## src/sv/psda_pkg.sv

```systemverilog
`default_nettype none
package psda_pkg;

  localparam int unsigned CLIENTS_DEF = 10;

  localparam int unsigned IP_W    = 32;
  localparam int unsigned PORT_W  = 16;
  localparam int unsigned DATA_W  = 32;

  typedef enum logic {
    OP_CLIENT  = 1'b0,
    OP_REPLICA = 1'b1
  } op_t;

  // lookup and update request into the source table
  typedef struct packed {
    logic                     en;
    logic [IP_W-1:0]          ip;
    logic [PORT_W-1:0]        port;
    logic signed [DATA_W-1:0] seq;
  } tbl_req_t;

  typedef struct packed {
    logic dup;
    logic untracked;
  } tbl_res_t;

  // accumulator command
  typedef struct packed {
    logic                     add;
    logic                     load;
    logic signed [DATA_W-1:0] value;
    logic [DATA_W-1:0]        load_count;
    logic signed [DATA_W-1:0] load_sum;
  } acc_cmd_t;

endpackage
`default_nettype wire

```

## src/sv/psda_if.sv

```systemverilog
`default_nettype none
interface psda_in_if;
  logic                                   valid;
  logic                                   ready;
  logic                                   operation;
  logic [psda_pkg::IP_W-1:0]              src_ip;
  logic [psda_pkg::PORT_W-1:0]            src_port;
  logic signed [psda_pkg::DATA_W-1:0]     seq_num;
  logic signed [psda_pkg::DATA_W-1:0]     value;
  logic [psda_pkg::DATA_W-1:0]            replica_count;
  logic signed [psda_pkg::DATA_W-1:0]     replica_sum;

  modport source (
    output valid, operation, src_ip, src_port, seq_num, value, replica_count, replica_sum,
    input  ready
  );
  modport sink (
    input  valid, operation, src_ip, src_port, seq_num, value, replica_count, replica_sum,
    output ready
  );
endinterface

interface psda_out_if;
  logic                               valid;
  logic                               ready;
  logic signed [psda_pkg::DATA_W-1:0] ack_total;
  logic [psda_pkg::DATA_W-1:0]        ack_count;
  logic                               is_duplicate;
  logic                               not_tracked;

  modport source (
    output valid, ack_total, ack_count, is_duplicate, not_tracked,
    input  ready
  );
  modport sink (
    input  valid, ack_total, ack_count, is_duplicate, not_tracked,
    output ready
  );
endinterface
`default_nettype wire

```

## src/sv/psda_table.sv

```systemverilog
`default_nettype none
module psda_table #(
  parameter int unsigned CLIENTS = psda_pkg::CLIENTS_DEF
) (
  input  wire logic               clk,
  input  wire logic               rst_n,
  input  wire psda_pkg::tbl_req_t req,
  output psda_pkg::tbl_res_t      res
);

  localparam int unsigned IDX_W = (CLIENTS > 1) ? $clog2(CLIENTS) : 1;

  logic [CLIENTS-1:0]                     vld_r;
  logic [psda_pkg::IP_W-1:0]              ip_r   [CLIENTS];
  logic [psda_pkg::PORT_W-1:0]            port_r [CLIENTS];
  logic signed [psda_pkg::DATA_W-1:0]     seq_r  [CLIENTS];

  logic             hit_any;
  logic             free_any;
  logic [IDX_W-1:0] hit_idx;
  logic [IDX_W-1:0] free_idx;
  logic             dup;
  logic             upd_seq;
  logic             alloc;

  // lowest matching entry and lowest free entry
  always_comb begin
    hit_any  = 1'b0;
    free_any = 1'b0;
    hit_idx  = '0;
    free_idx = '0;
    for (int i = 0; i < CLIENTS; i++) begin
      if (!hit_any && vld_r[i] && ip_r[i] == req.ip && port_r[i] == req.port) begin
        hit_any = 1'b1;
        hit_idx = IDX_W'(i);
      end
      if (!free_any && !vld_r[i]) begin
        free_any = 1'b1;
        free_idx = IDX_W'(i);
      end
    end
  end

  assign dup     = hit_any && ($signed(req.seq) <= $signed(seq_r[hit_idx]));
  assign upd_seq = req.en && hit_any && !dup;
  assign alloc   = req.en && !hit_any && free_any;

  assign res.dup       = dup;
  assign res.untracked = !hit_any && !free_any;

  always_ff @(posedge clk) begin
    if (!rst_n) begin
      vld_r <= '0;
    end else if (alloc) begin
      vld_r[free_idx] <= 1'b1;
    end
  end

  always_ff @(posedge clk) begin
    if (upd_seq) begin
      seq_r[hit_idx] <= req.seq;
    end else if (alloc) begin
      ip_r[free_idx]   <= req.ip;
      port_r[free_idx] <= req.port;
      seq_r[free_idx]  <= req.seq;
    end
  end

endmodule
`default_nettype wire

```

## src/sv/psda_acc.sv

```systemverilog
`default_nettype none
module psda_acc (
  input  wire logic                               clk,
  input  wire logic                               rst_n,
  input  wire psda_pkg::acc_cmd_t                 cmd,
  output logic signed [psda_pkg::DATA_W-1:0]      total_nxt,
  output logic [psda_pkg::DATA_W-1:0]             count_nxt
);

  logic signed [psda_pkg::DATA_W-1:0] total_r;
  logic [psda_pkg::DATA_W-1:0]        count_r;

  always_comb begin
    total_nxt = total_r;
    count_nxt = count_r;
    if (cmd.load) begin
      total_nxt = cmd.load_sum;
      count_nxt = cmd.load_count;
    end else if (cmd.add) begin
      total_nxt = total_r + cmd.value;
      count_nxt = count_r + psda_pkg::DATA_W'(1);
    end
  end

  always_ff @(posedge clk) begin
    if (!rst_n) begin
      total_r <= '0;
      count_r <= '0;
    end else begin
      total_r <= total_nxt;
      count_r <= count_nxt;
    end
  end

endmodule
`default_nettype wire

```

## src/sv/per_source_request_dedup_accumulator.sv

```systemverilog
// an accepted request goes through the input register, then the result register
// throughput: one request per cycle unless a held result stalls; the source table match,
// the sequence compare and the 32-bit total add all settle combinationally between input
// and result register; replica overwrites take the same path and give no result
// reset (synchronous, active low) clears the table valid bits, total, count and both stages
`default_nettype none
module per_source_request_dedup_accumulator #(
  parameter int unsigned CLIENTS = psda_pkg::CLIENTS_DEF
) (
  input  wire logic   clk,
  input  wire logic   rst_n,
  psda_in_if.sink     in_req,
  psda_out_if.source  out_rsp
);

  logic                               s1_valid_r;
  psda_pkg::op_t                      s1_op_r;
  logic [psda_pkg::IP_W-1:0]          s1_ip_r;
  logic [psda_pkg::PORT_W-1:0]        s1_port_r;
  logic signed [psda_pkg::DATA_W-1:0] s1_seq_r;
  logic signed [psda_pkg::DATA_W-1:0] s1_val_r;
  logic [psda_pkg::DATA_W-1:0]        s1_rcount_r;
  logic signed [psda_pkg::DATA_W-1:0] s1_rsum_r;

  logic                               out_valid_r;
  logic signed [psda_pkg::DATA_W-1:0] out_total_r;
  logic [psda_pkg::DATA_W-1:0]        out_count_r;
  logic                               out_dup_r;
  logic                               out_untr_r;

  logic                               s1_go;
  logic                               s1_client;
  logic                               in_fire;
  psda_pkg::tbl_req_t                 tbl_req;
  psda_pkg::tbl_res_t                 tbl_res;
  psda_pkg::acc_cmd_t                 acc_cmd;
  logic signed [psda_pkg::DATA_W-1:0] total_nxt;
  logic [psda_pkg::DATA_W-1:0]        count_nxt;

  assign s1_go        = s1_valid_r && (!out_valid_r || out_rsp.ready);
  assign s1_client    = (s1_op_r == psda_pkg::OP_CLIENT);
  assign in_req.ready = !s1_valid_r || s1_go;
  assign in_fire      = in_req.valid && in_req.ready;

  // input register
  always_ff @(posedge clk) begin
    if (!rst_n) begin
      s1_valid_r <= 1'b0;
    end else if (in_req.ready) begin
      s1_valid_r <= in_req.valid;
    end
  end

  always_ff @(posedge clk) begin
    if (in_fire) begin
      s1_op_r     <= psda_pkg::op_t'(in_req.operation);
      s1_ip_r     <= in_req.src_ip;
      s1_port_r   <= in_req.src_port;
      s1_seq_r    <= in_req.seq_num;
      s1_val_r    <= in_req.value;
      s1_rcount_r <= in_req.replica_count;
      s1_rsum_r   <= in_req.replica_sum;
    end
  end

  assign tbl_req.en   = s1_go && s1_client;
  assign tbl_req.ip   = s1_ip_r;
  assign tbl_req.port = s1_port_r;
  assign tbl_req.seq  = s1_seq_r;

  psda_table #(
    .CLIENTS(CLIENTS)
  ) u_table (
    .clk  (clk),
    .rst_n(rst_n),
    .req  (tbl_req),
    .res  (tbl_res)
  );

  assign acc_cmd.add        = s1_go && s1_client && !tbl_res.dup;
  assign acc_cmd.load       = s1_go && !s1_client;
  assign acc_cmd.value      = s1_val_r;
  assign acc_cmd.load_count = s1_rcount_r;
  assign acc_cmd.load_sum   = s1_rsum_r;

  psda_acc u_acc (
    .clk      (clk),
    .rst_n    (rst_n),
    .cmd      (acc_cmd),
    .total_nxt(total_nxt),
    .count_nxt(count_nxt)
  );

  // result register
  always_ff @(posedge clk) begin
    if (!rst_n) begin
      out_valid_r <= 1'b0;
    end else if (s1_go && s1_client) begin
      out_valid_r <= 1'b1;
    end else if (out_rsp.ready) begin
      out_valid_r <= 1'b0;
    end
  end

  always_ff @(posedge clk) begin
    if (s1_go && s1_client) begin
      out_total_r <= total_nxt;
      out_count_r <= count_nxt;
      out_dup_r   <= tbl_res.dup;
      out_untr_r  <= tbl_res.untracked && !tbl_res.dup;
    end
  end

  assign out_rsp.valid        = out_valid_r;
  assign out_rsp.ack_total    = out_total_r;
  assign out_rsp.ack_count    = out_count_r;
  assign out_rsp.is_duplicate = out_dup_r;
  assign out_rsp.not_tracked  = out_untr_r;

endmodule
`default_nettype wire

```

## src/flat_wrapper.sv

```systemverilog
// flat-port wrapper written by rule: the top's interface ports become plain ports
module per_source_request_dedup_accumulator_flat 
#(
  parameter int unsigned CLIENTS = psda_pkg::CLIENTS_DEF
)
  (clk, rst_n, in_req_valid, in_req_operation, in_req_src_ip, in_req_src_port, in_req_seq_num, in_req_value, in_req_replica_count, in_req_replica_sum, in_req_ready, out_rsp_valid, out_rsp_ack_total, out_rsp_ack_count, out_rsp_is_duplicate, out_rsp_not_tracked, out_rsp_ready);
  psda_in_if in_req_i ();
  psda_out_if out_rsp_i ();
  input  wire logic clk;
  input  wire logic rst_n;
  input wire logic [$bits(in_req_i.valid)-1:0] in_req_valid;
  input wire logic [$bits(in_req_i.operation)-1:0] in_req_operation;
  input wire logic [$bits(in_req_i.src_ip)-1:0] in_req_src_ip;
  input wire logic [$bits(in_req_i.src_port)-1:0] in_req_src_port;
  input wire logic [$bits(in_req_i.seq_num)-1:0] in_req_seq_num;
  input wire logic [$bits(in_req_i.value)-1:0] in_req_value;
  input wire logic [$bits(in_req_i.replica_count)-1:0] in_req_replica_count;
  input wire logic [$bits(in_req_i.replica_sum)-1:0] in_req_replica_sum;
  output wire logic [$bits(in_req_i.ready)-1:0] in_req_ready;
  output wire logic [$bits(out_rsp_i.valid)-1:0] out_rsp_valid;
  output wire logic [$bits(out_rsp_i.ack_total)-1:0] out_rsp_ack_total;
  output wire logic [$bits(out_rsp_i.ack_count)-1:0] out_rsp_ack_count;
  output wire logic [$bits(out_rsp_i.is_duplicate)-1:0] out_rsp_is_duplicate;
  output wire logic [$bits(out_rsp_i.not_tracked)-1:0] out_rsp_not_tracked;
  input wire logic [$bits(out_rsp_i.ready)-1:0] out_rsp_ready;
  assign in_req_i.valid = in_req_valid;
  assign in_req_i.operation = in_req_operation;
  assign in_req_i.src_ip = in_req_src_ip;
  assign in_req_i.src_port = in_req_src_port;
  assign in_req_i.seq_num = in_req_seq_num;
  assign in_req_i.value = in_req_value;
  assign in_req_i.replica_count = in_req_replica_count;
  assign in_req_i.replica_sum = in_req_replica_sum;
  assign in_req_ready = in_req_i.ready;
  assign out_rsp_valid = out_rsp_i.valid;
  assign out_rsp_ack_total = out_rsp_i.ack_total;
  assign out_rsp_ack_count = out_rsp_i.ack_count;
  assign out_rsp_is_duplicate = out_rsp_i.is_duplicate;
  assign out_rsp_not_tracked = out_rsp_i.not_tracked;
  assign out_rsp_i.ready = out_rsp_ready;
  per_source_request_dedup_accumulator #(.CLIENTS(CLIENTS)) u_core (.clk(clk), .rst_n(rst_n), .in_req(in_req_i), .out_rsp(out_rsp_i));
endmodule
```

## config.mk

```make
export PLATFORM = sky130hd
export DESIGN_NAME = per_source_request_dedup_accumulator_flat
export DESIGN_NICKNAME = d
export VERILOG_FILES = /design/src/sv/psda_pkg.sv /design/src/sv/psda_if.sv /design/src/sv/psda_table.sv /design/src/sv/psda_acc.sv /design/src/sv/per_source_request_dedup_accumulator.sv /design/src/flat_wrapper.sv
export SDC_FILE = /design/constraint.sdc
export NUM_CORES = 2
export LEC_CHECK = 0
export BUFFER_PORTS_ARGS = -buffer_cell sky130_fd_sc_hd__buf_2
export CAP_MARGIN = 20
export CORE_ASPECT_RATIO = 1.4
export CORE_UTILIZATION = 50
export CTS_BUF_LIST = sky130_fd_sc_hd__clkbuf_8
export DETAILED_ROUTE_END_ITERATION = 6
export PLACE_DENSITY_LB_ADDON = 0.12
export RECOVER_POWER = 100
export SETUP_SLACK_MARGIN = 0.2
export SYNTH_ARGS = -nofsm -noshare
export SYNTH_HDL_FRONTEND = slang
export SYNTH_HIERARCHICAL = 1
export SYNTH_SLANG_ARGS = --single-unit
```

## constraint.sdc

```tcl
create_clock -name clk -period 18.3 [get_ports clk]
set_input_delay 0.915 -clock clk [delete_from_list [all_inputs] [get_ports clk]]
set_output_delay 0.915 -clock clk [all_outputs]
set_load 0.01 [all_outputs]
```

### Word level (Yosys, flattened, before mapping)

Memory sizes are Yosys's and may differ from the RTL's.
Index checks and enable logic that the tools add are counted.

* output and inout port bits: 68
* bits in registers: 319
* logic and storage cells: 186
* memories: 3
* bits in writable memories: 800
* bits of input ports: 181
* latch bits: 0
* bits in read-only memories: 0

Memories
* u_core.u_table.ip_r: words 10, bits a word 32, rd ports 10, clocked after memory_dff 0, wr ports 1, RTL line psda_table.sv:14 `logic [psda_pkg::IP_W-1:0] ip_r [CLIENTS];`
* u_core.u_table.seq_r: words 10, bits a word 32, rd ports 1, clocked after memory_dff 0, wr ports 1, RTL line psda_table.sv:16 `logic signed [psda_pkg::DATA_W-1:0] seq_r [CLIENTS];`
* u_core.u_table.port_r: words 10, bits a word 16, rd ports 10, clocked after memory_dff 0, wr ports 1, RTL line psda_table.sv:15 `logic [psda_pkg::PORT_W-1:0] port_r [CLIENTS];`

* reduce and logical (&&, ||, !) cells: 86
* multiply operators: 0
* $add $sub $neg: 2
* shifts and indexed selects: 0
* multiplexer cells: 54
* $lt $le $gt $ge: 3
* eq/ne operators: 20
* divide/modulo/power cells: 0
* bitwise operators: 2

Operator list (count)
* 32-bit == test: 10
* 16-bit == test: 10
* 32-bit two-way mux: 5
* 4-bit two-way mux: 17
* 1-bit logical AND: 51
* 32-bit by 1-bit adder with 32-bit output (second input constant): 1
* 32-bit adder: 1
* 32-bit less-or-equal comparator: 1
* 32-bit OR reduction: 1
* 1-bit zero test: 31
* 1-bit two-way mux: 31
* 10-bit bitwise OR: 1
* 4-bit by 5-bit less-than comparator with 1-bit output (second input constant): 1
* 1-bit demux with 4-bit select: 1
* 4-bit by 1-bit >= comparator with 1-bit output (second input constant): 1
* 1-bit logical OR: 2
* 2-bit nonzero test: 1
* 1-bit NOT: 1

### Longest topological paths before layout

An unclocked memory read counts as a cell.

* depth after elaboration: 59
* depth in mapped cells: 35
* gate-level depth less buffers: 29

### Cells and area by module

Netlist, hierarchy kept.

Modules (own cells, without submodules)
* psda_table: area each 34340.4 um^2, sequential area each 24223.2 um^2, cells each 2218, instances 1
* per_source_request_dedup_accumulator: area each 7419.6 um^2, sequential area each 7337.0 um^2, cells each 258, instances 1
* psda_acc: area each 4932.2 um^2, sequential area each 1281.2 um^2, cells each 640, instances 1

### Worst setup path after synthesis

OpenSTA, ideal clock, no wires.

* path type: input to register
* start point: input out_rsp_ready
* end point: memory u_core/u_table/ip_r[6][0] in the netlist's numbering, enable pin
* arrival time: 10307 ps
* path slack: 7399 ps
* setup time: 593 ps
* data required time: 17707 ps
* path buffers: 1
* stages on the path: 6
* cells stage by stage: and2b_4 -> nor2_1 -> inv_1 -> or4b_2 -> buf_2 -> nor4b_1

RTL lines
* start: declaration: RTL line flat_wrapper.sv:25 `input wire logic [$bits(out_rsp_i.ready)-1:0] out_rsp_ready;`
* end: declaration: RTL line psda_table.sv:14

### Final worst setup path

* start point: register u_core/s1_ip_r[27] in the netlist's numbering
* end point: memory u_core/u_table/seq_r[8][22] in the netlist's numbering, enable pin

* word-level cells in the longest chain between the ends: 58
* elaborated cells between the ends (all ways): 84
* classes of those cells: order compare: 1; eq/ne: 10; mux: 26; reduce/logical: 46; memory: 1

Ends and longest elaborated chain
* start: declaration: RTL line per_source_request_dedup_accumulator.sv:18 `logic [psda_pkg::IP_W-1:0] s1_ip_r;`
* start signal: assignment: RTL line per_source_request_dedup_accumulator.sv:57 `s1_ip_r <= in_req.src_ip;`
* 32-bit == test: RTL line psda_table.sv:33 `if (!hit_any && vld_r[i] && ip_r[i] == req.ip && port_r[i] == req.port) begin`
* 1-bit logical AND (2 in a row): RTL line psda_table.sv:33
* 1-bit two-way mux: RTL line psda_table.sv:33
* 1-bit zero test: RTL line psda_table.sv:33
* 1-bit logical AND (3 in a row): RTL line psda_table.sv:33
* 1-bit two-way mux: RTL line psda_table.sv:33
* 1-bit zero test: RTL line psda_table.sv:33
* 1-bit logical AND (3 in a row): RTL line psda_table.sv:33
* [37 not listed]
* 32-bit less-or-equal comparator: RTL line psda_table.sv:44 `assign dup = hit_any && ($signed(req.seq) <= $signed(seq_r[hit_idx]));`
* 1-bit logical AND: RTL line psda_table.sv:44
* 1-bit zero test: RTL line psda_table.sv:45 `assign upd_seq = req.en && hit_any && !dup;`
* 1-bit logical AND: RTL line psda_table.sv:45
* 1-bit two-way mux: RTL line psda_table.sv:60 `if (upd_seq) begin`
* 1-bit two-way mux (not written as such): RTL line psda_table.sv:65 `seq_r[free_idx] <= req.seq;`
* 32-bit OR reduction (no source line)
* 4-bit two-way mux (no source line) or 1-bit two-way mux (tied branches)
* end: declaration: RTL line psda_table.sv:16

Several ways; a longest one is shown, not always the timed one.

==> run summary <==
Status = finished with violations
Failing checks = capacitance limit, slew limit
Via count = 27500
Class of the worst hold path = in2reg
Largest net degree at the start of global routing = 98
Placer Congestion = 0.862
Initial Util = 0.505
Post-Route WL = 117000 microns
Post-synth EDFFs = 1043
Main synth FF type = edfxtp_1
Global-route wire length before repair = 172000 microns
Crit Path Max Fanout = 71
Post-cts resize count = 0
Post-Synth Simple-Gate Area = 0.0833
Yosys cell types = 85
Latest clock arrival within the worst-skew pair = 880 ps
Synth-to-Final Area Change = 12.3%
Most common cell in the netlist = edfxtp_1
Detail Route Antenna Nets = 0
Synth Area in Adders = 0.0176
CTS tree = done
Cell Area, Synth = 46700 sq um
Final nets = 3730
Iteration-0 DRC Markers = 1996
Clock Tree Buf Depth = 3
Initial DRT Pass Iterations = 5
Synth top area cells = edfxtp_1, xnor2_1, dfxtp_1
Worst slack, placed = 7800 ps
Die X = 260 microns
Clk sink count = 1119
Cell count after synthesis = 3116
Syn Area/Cell = 15.0 sq um
Clock slew at reported path FFs = 60 ps
Hold_buf cts = 0
Post-synth top area share = 0.671
TritonCTS Buffers = 172
Setup TNS = 0 ps
DIE AREA = 94600 sq um
IO Pins = 249
Number of global-route vias before repair = 27900
Final Hold Vio Count = 0
Core ar. = 92500 sq um
CP Capture Type = flip-flop
Post-synthesis compound-gate area fraction = 0.0663
Asr flop ratio synth = 0
Overall Power = 5160 uW
Initial antenna violation count = 8
Ys Warns = 6
Critical path launch point type = flip-flop
Final min period = 14000 ps
RSZ-0062 raised after global routing = false
Largest area contributor in the netlist = edfxtp_1
Post-synthesis mux area share = 0.0185
Die height = 364 microns
Pins Over Slew Limit = 1839
Synth Area in XOR/XNOR = 0.0921
Top cell types by occurrence after synthesis = edfxtp_1, xnor2_1, xor2_1
Max rail drop VDD = 0.0704 mV
Clock skew = 32.7 ps
Post-CTS setup buffer count = 0
Final period util = 0.765
Fmax = 71.4 MHz
Global Route Usage Sum = 0.248
Vias/cell = 5.69
Share of post-route cells with drive strength above 1 = 0.123
CTS root buf = clkbuf_8
Yosys reg bits = 1119
# DRC = 0
Syn nets = 3362
Maxcap violations = 60
Crit path arrival time = 14440 ps
Reg2reg setup slack = 4300 ps
Drt wl/cell = 24.3 microns
Power Dens Cells = 98.4 nW/um^2
LEAKAGE = 0.0177 uW
Setup violators final = 0
Critical path data required time = 18740 ps
Kind of critical path = reg2reg
PortBufs = 248
Rows = 132
Post-synthesis sequential area ratio = 0.703
GR Overflow Total = 0
H-tree Lvls = 4
Post-DP HPWL = 71600 microns
Fin worst setup slack = 4300 ps
Worst slew pin tran = 4450 ps
Rel. slew slack = -1.97
Largest family of logic cells by synthesized area = XOR/XNOR gates
[cell type report]
| cell class | instances | area (sq um) |
|---|---|---|
| clock buffer | 184 | 2530 |
| timing repair buffer | 333 | 1530 |
| tap | 1206 | 1510 |
| antenna | 4 | 10.0 |
| sequential | 1119 | 32800 |
| multi-input combinational | 1801 | 13100 |
| inverter | 57 | 214 |
| fill | 7515 | 40100 |
| clock inverter | 128 | 719 |
[registers in the layout, indices dropped and copies added (netlist names)]
| register | flops |
|---|---|
| u_core/out_rsp.ack_total | 32 |
| u_core/u_table/vld_r | 10 |
| u_core/s1_seq_r | 32 |
| u_core/u_acc/count_r | 32 |
| u_core/out_rsp.not_tracked | 1 |
| u_core/u_acc/total_r | 32 |
| u_core/u_table/seq_r | 320 |
| u_core/s1_ip_r | 32 |
| u_core/u_table/ip_r | 320 |
| u_core/s1_val_r | 32 |
| u_core/u_table/port_r | 160 |
| u_core/s1_rcount_r | 32 |
| u_core/s1_rsum_r | 32 |
| u_core/s1_port_r | 16 |
| u_core/s1_valid_r | 1 |
| u_core/out_rsp.valid | 1 |
| u_core/s1_op_r | 1 |
| u_core/out_rsp.ack_count | 32 |
| u_core/out_rsp.is_duplicate | 1 |
[power breakdown]
part	total (uW)	internal [uW]	switching [uW]
combinational	283	102	181
clock	1990	1020	974
sequential	2890	2850	33.4
[cell usage in the layout, fill, tap and decap left out, types with 16 or more instances in the layout]
cell type     n
a21o_1       31
a21oi_1     118
and2_0       47
buf_2       148
clkbuf_1    168
clkbuf_8    184
clkinv_1     49
clkinv_2     16
dfxtp_1      76
edfxtp_1   1043
ha_1         64
inv_1       102
mux2_2       33
mux2i_1      48
nand2_1     146
nand2b_1     24
nand3_1      59
nand4_1     101
nor2_1       79
nor2b_1      56
nor3_1       55
nor4_1       49
o211ai_1     36
o21a_1       47
o21ai_0      71
o32a_1       32
or4_1        37
xnor2_1     337
xor2_1      154
[path summary, 6_finish.rpt]
check,start,end,depth (start not counted)
worst max-delay path,u_core/s1_ip_r[27],u_core/u_table/seq_r[8][22],24
worst min-delay path,in_req_src_ip[26],u_core/s1_ip_r[26],1
worst max register to register,u_core/s1_ip_r[27],u_core/u_table/seq_r[8][22],24
worst min register to register,u_core/s1_valid_r,u_core/s1_valid_r,2
[critical path, stage by stage (launching register included)]
cell      delay, ps
edfxtp_1        320
clkbuf_1       1410
xnor2_1         220
nand4_1         200
nor4_1          810
nand4_1         410
nand4_4         150
clkbuf_1       2430
inv_1           650
nand2_1         220
buf_4           470
a21o_1          140
buf_4           440
o21a_1          170
nand3_1          70
ha_1            370
and4_1          260
nand3_1         130
nor3_1          540
o22ai_1         200
and4_1          230
a211oi_1        440
a22oi_1         290
nor3_1         1550
clkbuf_1       1390
[stage by stage]
step,util,cells,area (sq um),hold slack (ps)
detailed placement,0.536,4513,49600,520
CTS,0.571,4825,52800,127
finish,0.567,4832,52400,214
global placement,0.536,4512,49600,502
floorplan,-,3116,46700,472
global route,0.567,4832,52400,142
[kinds of logic (layout without fill, tap and decap cells)]
logic type	count (synthesis)	after routing
other	0	4
AND/OR/NAND/NOR	719	719
flip-flops	1119	1119
XOR/XNOR	491	491
adder cells (fa/ha/maj)	65	65
AO/OA/AOI/OAI	444	444
buffers and inverters	196	702
multiplexers	82	82
[layer usage]
metal / up-vias / global-route usage / wire length (microns)
li1: 12500 / - / -
met1: 13900 / 0.291 / 45100
met2: 866 / 0.444 / 62000
met3: 245 / 0.0381 / 5730
met4: 0 / 0.114 / 4510
met5: - / 0 / 0
Power figures use the tool's default switching activity.
